## src/bsap_pkg.sv

```systemverilog
// Shared types and constants for the bulk string array parser.
// No dependencies; imported by bulk_string_array_parser.
package bsap_pkg;

    // Default limits on the announced element count and element length.
    localparam longint unsigned DEF_MAX_ELEMENTS = 64'd1024;
    localparam longint unsigned DEF_MAX_LENGTH   = 64'd65535;

    // Fixed widths of the result fields.
    localparam int KIND_W   = 3;
    localparam int BYTE_W   = 8;
    localparam int INDEX_W  = 10;
    localparam int TOTAL_W  = 11;
    localparam int LENGTH_W = 16;
    localparam int ERROR_W  = 3;

    // Framing characters.
    localparam logic [BYTE_W-1:0] CH_STAR   = 8'h2A;
    localparam logic [BYTE_W-1:0] CH_DOLLAR = 8'h24;
    localparam logic [BYTE_W-1:0] CH_CR     = 8'h0D;
    localparam logic [BYTE_W-1:0] CH_LF     = 8'h0A;
    localparam logic [BYTE_W-1:0] CH_ZERO   = 8'h30;
    localparam logic [BYTE_W-1:0] CH_NINE   = 8'h39;

    // Result kinds.
    localparam logic [KIND_W-1:0] KIND_NONE      = 3'd0;
    localparam logic [KIND_W-1:0] KIND_HEADER    = 3'd1;
    localparam logic [KIND_W-1:0] KIND_PAYLOAD   = 3'd2;
    localparam logic [KIND_W-1:0] KIND_ELEM_DONE = 3'd3;
    localparam logic [KIND_W-1:0] KIND_ERROR     = 3'd4;

    // Error codes.
    localparam logic [ERROR_W-1:0] ERR_NONE      = 3'd0;
    localparam logic [ERROR_W-1:0] ERR_NO_STAR   = 3'd1;
    localparam logic [ERROR_W-1:0] ERR_BAD_COUNT = 3'd2;
    localparam logic [ERROR_W-1:0] ERR_BAD_LEN   = 3'd3;
    localparam logic [ERROR_W-1:0] ERR_MISMATCH  = 3'd4;

    // Parser phases.
    typedef enum logic [3:0] {
        PH_STAR,
        PH_COUNT,
        PH_COUNT_LF,
        PH_DOLLAR,
        PH_LEN,
        PH_LEN_LF,
        PH_PAYLOAD,
        PH_PAY_CR,
        PH_PAY_LF
    } phase_t;

endpackage

```

## src/bulk_string_array_parser.sv

```systemverilog
// Top level of the bulk string array parser: byte-wide request framing and checking.
// Depends on bsap_pkg for phase type, framing characters, result kinds and error codes.
//
// The parser takes one byte of a request stream per transaction on the s_ channel and
// gives exactly one result transaction on the m_ channel for every byte. A command is
// '*', a decimal element count and CR LF; each element is '$', a decimal length, CR LF,
// that many payload bytes and CR LF. Payload bytes come out as kind 2 with their element
// index, the closing LF of each element as kind 3, and the header LF as kind 1; the
// byte that ends the command also sets command_done (a zero count ends it at the header).
// A framing violation gives kind 4 with an error code and the parser goes back to
// expecting '*'. Each byte passes through an input register, combinational decode and
// counter update, and a result register that offers the result on the m_ channel;
// the block takes one byte per cycle unless m_ready stalls the result register.
// The only loop is the parser state register itself. s_ready is low
// only while the input register holds a byte that the stalled result register cannot
// take; a result waiting on m_ready does not keep the next byte out of the input
// register. Counts above MAX_ELEMENTS and lengths above MAX_LENGTH are flagged as bad.
module bulk_string_array_parser
    import bsap_pkg::*;
#(
    parameter longint unsigned MAX_ELEMENTS = DEF_MAX_ELEMENTS,
    parameter longint unsigned MAX_LENGTH   = DEF_MAX_LENGTH
) (
    input  logic                aclk,
    input  logic                aresetn,

    input  logic                s_valid,
    output logic                s_ready,
    input  logic [BYTE_W-1:0]   s_data_byte,

    output logic                m_valid,
    input  logic                m_ready,
    output logic [KIND_W-1:0]   m_kind,
    output logic [BYTE_W-1:0]   m_payload_byte,
    output logic [INDEX_W-1:0]  m_element_index,
    output logic [TOTAL_W-1:0]  m_element_total,
    output logic [LENGTH_W-1:0] m_element_length,
    output logic                m_command_done,
    output logic [ERROR_W-1:0]  m_error_code
);

    // Internal counter widths follow the limits. The accumulator holds any value up to
    // the larger limit; a digit step can grow it by four bits before the range check.
    localparam longint unsigned MAX_NUM = (MAX_ELEMENTS > MAX_LENGTH) ? MAX_ELEMENTS
                                                                      : MAX_LENGTH;
    localparam int CNT_W  = $clog2(MAX_ELEMENTS + 64'd1);
    localparam int LEN_W  = $clog2(MAX_LENGTH + 64'd1);
    localparam int ACC_W  = $clog2(MAX_NUM + 64'd1);
    localparam int PROD_W = ACC_W + 4;

    localparam logic [PROD_W-1:0] LIMIT_CNT = PROD_W'(MAX_ELEMENTS);
    localparam logic [PROD_W-1:0] LIMIT_LEN = PROD_W'(MAX_LENGTH);

    // Input register.
    logic              in_vld_reg;
    logic [BYTE_W-1:0] in_byte_reg;

    // Parser state.
    phase_t            phase_reg, phase_next;
    logic [ACC_W-1:0]  acc_reg, acc_next;
    logic              digit_seen_reg, digit_seen_next;
    logic [CNT_W-1:0]  elem_exp_reg, elem_exp_next;
    logic [CNT_W-1:0]  elem_done_reg, elem_done_next;
    logic [LEN_W-1:0]  exp_len_reg, exp_len_next;
    logic [LEN_W-1:0]  pay_seen_reg, pay_seen_next;

    // Result register.
    logic                m_valid_reg;
    logic [KIND_W-1:0]   kind_reg, kind_next;
    logic [BYTE_W-1:0]   pay_byte_reg, pay_byte_next;
    logic [INDEX_W-1:0]  index_reg, index_next;
    logic [TOTAL_W-1:0]  total_reg, total_next;
    logic [LENGTH_W-1:0] length_reg, length_next;
    logic                done_reg, done_next;
    logic [ERROR_W-1:0]  err_reg, err_next;

    logic              out_free;
    logic              step;
    logic              is_digit;
    logic [PROD_W-1:0] acc_prod;
    logic [PROD_W-1:0] digit_ext;
    logic [CNT_W-1:0]  done_inc;
    logic [LEN_W-1:0]  seen_inc;
    logic [CNT_W-1:0]  idx_val;
    logic [63:0]       idx_wide;
    logic [63:0]       total_wide;
    logic [63:0]       length_wide;

    // The result register can load when it is empty or its transaction completes now.
    assign out_free = !m_valid_reg || m_ready;
    assign step     = in_vld_reg && out_free;
    assign s_ready  = !in_vld_reg || out_free;

    assign is_digit  = (in_byte_reg >= CH_ZERO) && (in_byte_reg <= CH_NINE);
    assign digit_ext = PROD_W'(in_byte_reg - CH_ZERO);
    // Times ten as two shifts and an add, then the new digit.
    assign acc_prod  = (PROD_W'(acc_reg) << 3) + (PROD_W'(acc_reg) << 1) + digit_ext;
    assign done_inc  = elem_done_reg + CNT_W'(1);
    assign seen_inc  = pay_seen_reg + LEN_W'(1);

    always_ff @(posedge aclk) begin
        if (!aresetn) begin
            in_vld_reg <= 1'b0;
        end else if (s_ready) begin
            in_vld_reg <= s_valid;
        end
        if (s_ready && s_valid) begin
            in_byte_reg <= s_data_byte;
        end
    end

    always_ff @(posedge aclk) begin
        if (!aresetn) begin
            phase_reg      <= PH_STAR;
            acc_reg        <= '0;
            digit_seen_reg <= 1'b0;
            elem_exp_reg   <= '0;
            elem_done_reg  <= '0;
            exp_len_reg    <= '0;
            pay_seen_reg   <= '0;
        end else if (step) begin
            phase_reg      <= phase_next;
            acc_reg        <= acc_next;
            digit_seen_reg <= digit_seen_next;
            elem_exp_reg   <= elem_exp_next;
            elem_done_reg  <= elem_done_next;
            exp_len_reg    <= exp_len_next;
            pay_seen_reg   <= pay_seen_next;
        end
    end

    always_comb begin
        phase_next      = phase_reg;
        acc_next        = acc_reg;
        digit_seen_next = digit_seen_reg;
        elem_exp_next   = elem_exp_reg;
        elem_done_next  = elem_done_reg;
        exp_len_next    = exp_len_reg;
        pay_seen_next   = pay_seen_reg;
        kind_next       = KIND_NONE;
        pay_byte_next   = '0;
        done_next       = 1'b0;
        err_next        = ERR_NONE;
        idx_val         = elem_done_reg;

        unique case (phase_reg)
            PH_STAR: begin
                if (in_byte_reg == CH_STAR) begin
                    acc_next        = '0;
                    digit_seen_next = 1'b0;
                    phase_next      = PH_COUNT;
                end else begin
                    err_next = ERR_NO_STAR;
                end
            end
            PH_COUNT: begin
                if (is_digit) begin
                    acc_next        = acc_prod[ACC_W-1:0];
                    digit_seen_next = 1'b1;
                    if (acc_prod > LIMIT_CNT) begin
                        err_next = ERR_BAD_COUNT;
                    end
                end else if (in_byte_reg == CH_CR && digit_seen_reg) begin
                    phase_next = PH_COUNT_LF;
                end else begin
                    err_next = ERR_BAD_COUNT;
                end
            end
            PH_COUNT_LF: begin
                if (in_byte_reg == CH_LF) begin
                    // The accumulator was checked against the count limit, so it fits.
                    elem_exp_next  = CNT_W'(acc_reg);
                    elem_done_next = '0;
                    idx_val        = '0;
                    kind_next      = KIND_HEADER;
                    if (acc_reg == '0) begin
                        done_next  = 1'b1;
                        phase_next = PH_STAR;
                    end else begin
                        phase_next = PH_DOLLAR;
                    end
                end else begin
                    err_next = ERR_BAD_COUNT;
                end
            end
            PH_DOLLAR: begin
                if (in_byte_reg == CH_DOLLAR) begin
                    acc_next        = '0;
                    digit_seen_next = 1'b0;
                    phase_next      = PH_LEN;
                end else begin
                    err_next = ERR_BAD_LEN;
                end
            end
            PH_LEN: begin
                if (is_digit) begin
                    acc_next        = acc_prod[ACC_W-1:0];
                    digit_seen_next = 1'b1;
                    if (acc_prod > LIMIT_LEN) begin
                        err_next = ERR_BAD_LEN;
                    end
                end else if (in_byte_reg == CH_CR && digit_seen_reg) begin
                    phase_next = PH_LEN_LF;
                end else begin
                    err_next = ERR_BAD_LEN;
                end
            end
            PH_LEN_LF: begin
                if (in_byte_reg == CH_LF) begin
                    exp_len_next  = LEN_W'(acc_reg);
                    pay_seen_next = '0;
                    phase_next    = (acc_reg == '0) ? PH_PAY_CR : PH_PAYLOAD;
                end else begin
                    err_next = ERR_BAD_LEN;
                end
            end
            PH_PAYLOAD: begin
                kind_next     = KIND_PAYLOAD;
                pay_byte_next = in_byte_reg;
                pay_seen_next = seen_inc;
                if (seen_inc >= exp_len_reg) begin
                    phase_next = PH_PAY_CR;
                end
            end
            PH_PAY_CR: begin
                if (in_byte_reg == CH_CR) begin
                    phase_next = PH_PAY_LF;
                end else begin
                    err_next = ERR_MISMATCH;
                end
            end
            PH_PAY_LF: begin
                if (in_byte_reg == CH_LF) begin
                    kind_next      = KIND_ELEM_DONE;
                    elem_done_next = done_inc;
                    if (done_inc >= elem_exp_reg) begin
                        done_next  = 1'b1;
                        phase_next = PH_STAR;
                    end else begin
                        phase_next = PH_DOLLAR;
                    end
                end else begin
                    err_next = ERR_MISMATCH;
                end
            end
            default: begin
                phase_next      = PH_STAR;
                acc_next        = '0;
                digit_seen_next = 1'b0;
                elem_exp_next   = '0;
                elem_done_next  = '0;
                exp_len_next    = '0;
                pay_seen_next   = '0;
            end
        endcase

        // The reported counters are those after this byte's update, taken before
        // an error wipes the state.
        idx_wide    = 64'(idx_val);
        total_wide  = 64'(elem_exp_next);
        length_wide = 64'(exp_len_next);
        index_next  = idx_wide[INDEX_W-1:0];
        total_next  = total_wide[TOTAL_W-1:0];
        length_next = length_wide[LENGTH_W-1:0];

        if (err_next != ERR_NONE) begin
            kind_next       = KIND_ERROR;
            pay_byte_next   = '0;
            done_next       = 1'b0;
            phase_next      = PH_STAR;
            acc_next        = '0;
            digit_seen_next = 1'b0;
            elem_exp_next   = '0;
            elem_done_next  = '0;
            exp_len_next    = '0;
            pay_seen_next   = '0;
        end
    end

    always_ff @(posedge aclk) begin
        if (!aresetn) begin
            m_valid_reg <= 1'b0;
        end else if (out_free) begin
            m_valid_reg <= in_vld_reg;
        end
        if (step) begin
            kind_reg     <= kind_next;
            pay_byte_reg <= pay_byte_next;
            index_reg    <= index_next;
            total_reg    <= total_next;
            length_reg   <= length_next;
            done_reg     <= done_next;
            err_reg      <= err_next;
        end
    end

    assign m_valid          = m_valid_reg;
    assign m_kind           = kind_reg;
    assign m_payload_byte   = pay_byte_reg;
    assign m_element_index  = index_reg;
    assign m_element_total  = total_reg;
    assign m_element_length = length_reg;
    assign m_command_done   = done_reg;
    assign m_error_code     = err_reg;

    // An error always returns the parser to the start of a command.
    a_error_restarts: assert property (@(posedge aclk) disable iff (!aresetn)
        step && err_next != ERR_NONE |=> phase_reg == PH_STAR && elem_done_reg == '0)
        else $error("parser state not cleared after an error");

    // Payload counting never runs past the announced length.
    a_payload_bound: assert property (@(posedge aclk) disable iff (!aresetn)
        phase_reg == PH_PAYLOAD |-> pay_seen_reg < exp_len_reg)
        else $error("payload count reached the element length while in payload");

    // Completed elements never exceed the announced count.
    a_elem_bound: assert property (@(posedge aclk) disable iff (!aresetn)
        elem_done_reg <= elem_exp_reg)
        else $error("more elements completed than announced");

    // Command end is only signaled by a header or an element end.
    a_done_kind: assert property (@(posedge aclk) disable iff (!aresetn)
        m_valid && m_command_done |-> m_kind == KIND_HEADER || m_kind == KIND_ELEM_DONE)
        else $error("command end on an unexpected result kind");

endmodule

```

## config.mk

```make
export PLATFORM = sky130hd
export DESIGN_NAME = bulk_string_array_parser
export DESIGN_NICKNAME = d
export VERILOG_FILES = /design/src/bsap_pkg.sv /design/src/bulk_string_array_parser.sv
export SDC_FILE = /design/constraint.sdc
export NUM_CORES = 1
export LEC_CHECK = 0
export BUFFER_PORTS_ARGS = -buffer_cell sky130_fd_sc_hd__buf_2
export CAP_MARGIN = 20
export CORE_ASPECT_RATIO = 1.5
export CORE_UTILIZATION = 50
export DETAILED_ROUTE_END_ITERATION = 8
export PLACE_DENSITY = 0.69
export SYNTH_ARGS = -nofsm -noshare
export SYNTH_HDL_FRONTEND = slang
export SYNTH_SLANG_ARGS = --single-unit
```

## constraint.sdc

```tcl
create_clock -name aclk -period 6.7 [get_ports aclk]
set_input_delay 1.34 -clock aclk [delete_from_list [all_inputs] [get_ports aclk]]
set_output_delay 1.34 -clock aclk [all_outputs]
set_load 0.05 [all_outputs]
```

== Word-level counts from Yosys, hierarchy flattened ==
Cells that the tools add are included.
Storage, ports and cells
  register bits after elaboration: 137
  output and inout bits: 54
  word-level logic and storage cells: 139
  input port bits: 12
Cells by class
  bitwise gates (word level): 1
  add/subtract/negate cells: 5
  reductions and logical operators: 22
  multiplexer cells: 61
  magnitude comparators: 6
  equal/unequal tests: 27
Operators with widths (count)
  $mux 16: 8
  $pmux 16 s4: 1
  $mux 11: 5
  $mux 4: 12
  $pmux 16 s3: 1
  $pmux 4 s9: 1
  $ne 3x3->1 const B: 11
  $pmux 11 s3: 1
  $pmux 16 s2: 1
  $pmux 3 s8: 1
  $pmux 11 s2: 1
  $add 19x17->20: 1
  $add 20x20->20: 1
  $gt 20x11->1 const B: 1
  $gt 20x16->1 const B: 1
  $mux 2: 10
  $add 16x1->16 const B: 1
  $eq 4x3->1 const B: 4
  $eq 8x4->1 const B: 2
  $eq 8x6->1 const B: 2
  $ge 16x16->1: 1
  $logic_not 16->1: 1
  $reduce_or 8->1: 2
  $reduce_or 7->1: 2
  other kinds (27): 50

== Logic depth before layout (Yosys ltp) ==
  depth after elaboration: 9
  gate-level depth with buffers: 17
  depth with buffers taken out: 16

== Worst setup path before layout ==
Ideal clock, no wire load.
  path kind: reg-to-reg
  start point: register in_byte_reg[5]
  end point: register acc_reg[4]
  setup slack: 1494 ps
  path buffers: 4
  library setup time: 59 ps
  cell stages (with the launch flop): 17
  required time: 6641 ps
  arrival: 5146 ps
  clock period less this slack: 5206 ps
  path through: edfxtp_1 ha_1 nor3_1 fa_1 ha_1 clkbuf_1 and4_1 a221o_1 or3_1 a2111o_1 o311ai_2 o211a_1 buf_6 and3_1 buf_6 buf_8 a22o_1
On the way
  cells in the longest elaborated chain, start to end: 9
  elaborated cells between the ends (all ways): 32
  classes of those cells: add/sub: 2; order compare: 4; eq/ne: 8; mux: 14; reduce/logical: 4
Ends and longest elaborated chain
  from (decl): RTL line bulk_string_array_parser.sv:56  | logic [BYTE_W-1:0] in_byte_reg;
  from (signal assigned): RTL line bulk_string_array_parser.sv:108  | in_byte_reg <= s_data_byte;
  $sub 8x6->9: RTL line bulk_string_array_parser.sv:95  | assign digit_ext = PROD_W'(in_byte_reg - CH_ZERO);
  $add 20x20->20: RTL line bulk_string_array_parser.sv:97  | assign acc_prod = (PROD_W'(acc_reg) << 3) + (PROD_W'(acc_reg) << 1) + digit_ext;
  $gt 20x16->1 / $gt 20x11->1 (equally long branches): RTL line bulk_string_array_parser.sv:199, bulk_string_array_parser.sv:160
  $mux 2 (on tied branches): RTL line bulk_string_array_parser.sv:199, bulk_string_array_parser.sv:160
  $mux 3 (on tied branches): RTL line bulk_string_array_parser.sv:196, bulk_string_array_parser.sv:157
  $pmux 3 s8: RTL line bulk_string_array_parser.sv:146  | unique case (phase_reg)
  $reduce_bool 3->1: RTL line bulk_string_array_parser.sv:266  | if (err_next != ERR_NONE) begin
  $ne 3x1->1 (no line) (tied with other cells)
  $reduce_and 5->1 (no line)
  to (signal assigned): RTL line bulk_string_array_parser.sv:123  | acc_reg <= acc_next;
  to (decl): RTL line bulk_string_array_parser.sv:60  | logic [ACC_W-1:0] acc_reg, acc_next;
Several ways; a longest one is shown, not always the timed one.
A chain may end at the register's enable or synchronous reset.

== Final worst setup path ==
  start point: register in_byte_reg[5]
  end point: register acc_reg[8]
Same word-level chain as after synthesis.

==> results.ini <==
[drt]
drc = 0
vias = 6615
ant_nets = 0
viasPerCell = 6.02
firstDrtPassIters = 5
routed_wl_mm = 20.1
wl_per_cell_um = 18.2
drtIter0Drc = 325

[yosys]
dominantRegCellSynth = dfxtp_1
netlist_instances = 834
ys_seq_area_share_pct = 41.6
yosysWarningCount = 0
synth_top_area_share_pct = 22.4
synthArstFlopShare_pct = 0
synth_edf_count = 60
synth_top_cell_by_area = edfxtp_1
synth-seq-cells = 137
syn-cell-area_um2 = 8040
syn_avg_cell_area_um2 = 9.65
synth_cell_type_count = 66
synth.area.top_cells = edfxtp_1 22%, dfxtp_1 19%, ha_1 8.2%
syn_nets = 914

[sta]
timing.final.crit_share_pct = 81.7
worst_slack_ns = 1.23
slew_headroom_pct = 45.8
tightestPinTransition_ns = 0.813
slew_viol_final = 0
setup_viol = 0
timing.hold.ws_ns = 0.462
fmax_mhz = 183
rsz0062_at_grt = no
fin_crit_ns = 5.47
fin_worst_skew_ns = 0.00956
timing.setup.tns_ns = 0
finalHoldViolCount = 0

[layout]
num_antenna_cells = 0
layout_commonest_cell = dfxtp_1
fin_cells = 1099
drive_gt1_share_pct = 14.0
postLayoutCellArea_um2 = 9050
fin_nets = 963
final_cell_mix = 77 x dfxtp_1, 65 x nand2_1, 65 x buf_2
syn_to_final_growth_pct = 12.5

[die]
io_pins = 66
initial_core_util_pct = 51.3
core_area_um2 = 15700
die_area_um2 = 16600
die_w_um = 106
die_h_um = 157
rows = 56

[placed_design]
placed_area_um2 = 8510
portBuffers = 65
dp_hpwl_mm = 14.6
dp_cells = 1067
place_congestion = 0.856
dp_slack_ns = 1.28

[setup_path]
start_kind = register
required_ns = 7.05
crit_fanout = 20
crit_type = register to register
cp-end-kind = register
arrival_ns = 5.83

[pwr]
p_int_w = 0.00140
leakagePower_nw = 3.61
power_density_nw_per_um2 = 210
p_clk_share_pct = 45.8
p_sw_w = 0.000501
vdd_drop_max_uv = 174
swShare_pct = 26.4
comb_power_share_pct = 7.2
power_frac_seq_pct = 47.0

[clock_tree]
clock-sinks = 137
cts_root_buffer = clkbuf_16
tritoncts = built
post_cts_buffers = 0
cts_hold_buf = 0
clock_latency_ns = 0.42
cts_resized = 0
cts_max_level = 4
cts_made_buffers = 17
clkTransAtPathRegs_ns = 0.07
cts_buffer_depth = 2

[flow_run]
max-cap-violations = 0

[global_routing]
grt_max_degree = 71
track_usage_pct = 24.9
globalRouteOverflowTotal = 0
antenna_found_initial = 0
grt_pass1_wl_mm = 31.8
grt_pass1_vias = 6340

[status]
outcome = complete, no violations

[min_path]
holdCritPathClass = register to register

cell families (layout without fill, tap and decap cells):
kind of cell	count (synthesis)	in the layout	share of synthesized area, %
adders and majority gates	68	68	12.0
buffers and inverters	84	146	4.34
DFF	137	137	41.6
AOI/OAI and AO/OA	240	240	21.3
xor gates and xnor gates	34	34	3.70
muxes	1	1	0.124
and+or+nand+nor	270	270	17.0
metal layers:
layer | part of all wire, % | vias up | GRT usage (%)
li1 | - | 3182 | -
met1 | 39 | 3160 | 26.6
met2 | 51 | 213 | 45.9
met3 | 4.2 | 60 | 3.93
met4 | 5.0 | 0 | 15.4
met5 | 0 | - | 0
path summary, 6_finish.rpt:
kind | from | end | slack, ns | cells past startpoint
setup reg to reg | in_byte_reg[5]$_DFFE_PP_ | acc_reg[8]$_SDFFE_PN0P_ | 1.23 | 14
hold reg to reg | digit_seen_reg$_SDFFE_PN0P_ | digit_seen_reg$_SDFFE_PN0P_ | 0.46 | 1
hold / removal | digit_seen_reg$_SDFFE_PN0P_ | digit_seen_reg$_SDFFE_PN0P_ | 0.46 | 1
setup / recovery | in_byte_reg[5]$_DFFE_PP_ | acc_reg[8]$_SDFFE_PN0P_ | 1.23 | 14
area by class of cell:
cell class,count,area (um^2)
Timing Repair Buffer,73,385
Fill cell,1407,6650
Clock inverter,15,116
Multi-Input combinational cell,613,4370
Tap cell,203,254
Sequential cell,137,3340
Inverter,41,155
Clock buffer,17,425
Yosys cell counts (15+ instances only):
master / count
xnor2_1: 23
nor2b_1: 16
o21ai_0: 38
a21o_1: 16
fa_1: 15
a21oi_1: 51
nor2_1: 52
nor3_1: 19
ha_1: 53
clkbuf_1: 33
a22o_1: 46
inv_1: 40
nand3_1: 36
edfxtp_1: 60
nand2_1: 65
and2_1: 15
dfxtp_1: 77
critical path: stages, from the launching register on:
cell	delay [ns]
edfxtp_1	0.45
ha_1	0.27
nor3_2	0.13
buf_4	0.25
fa_1	0.45
ha_1	0.37
a21oi_1	0.26
o21ai_1	0.13
a221o_1	0.38
or3_1	0.37
a2111o_1	0.46
o311ai_2	0.26
o211a_1	0.73
and3_1	0.67
a22o_1	0.23
power by group through the flow:
stage               registers (W)  clock network (W)  logic (W)
floorplan                0.000952                  0  0.0000621
global placement         0.000911                  0   0.000137
detailed placement       0.000911                  0   0.000137
CTS                      0.000893           0.000878   0.000138
global route             0.000894           0.000914   0.000147
finish                   0.000893           0.000869   0.000137
per-stage QoR:
stage | util (%) | total power (W)
2_1_floorplan | - | 0.00101
3_3_place_gp | 54.2 | 0.00105
3_5_place_dp | 54.2 | 0.00105
4_1_cts | 57.6 | 0.00191
5_1_grt | 57.6 | 0.00195
6_report | 57.6 | 0.00190
Power figures use the tool's default switching activity.
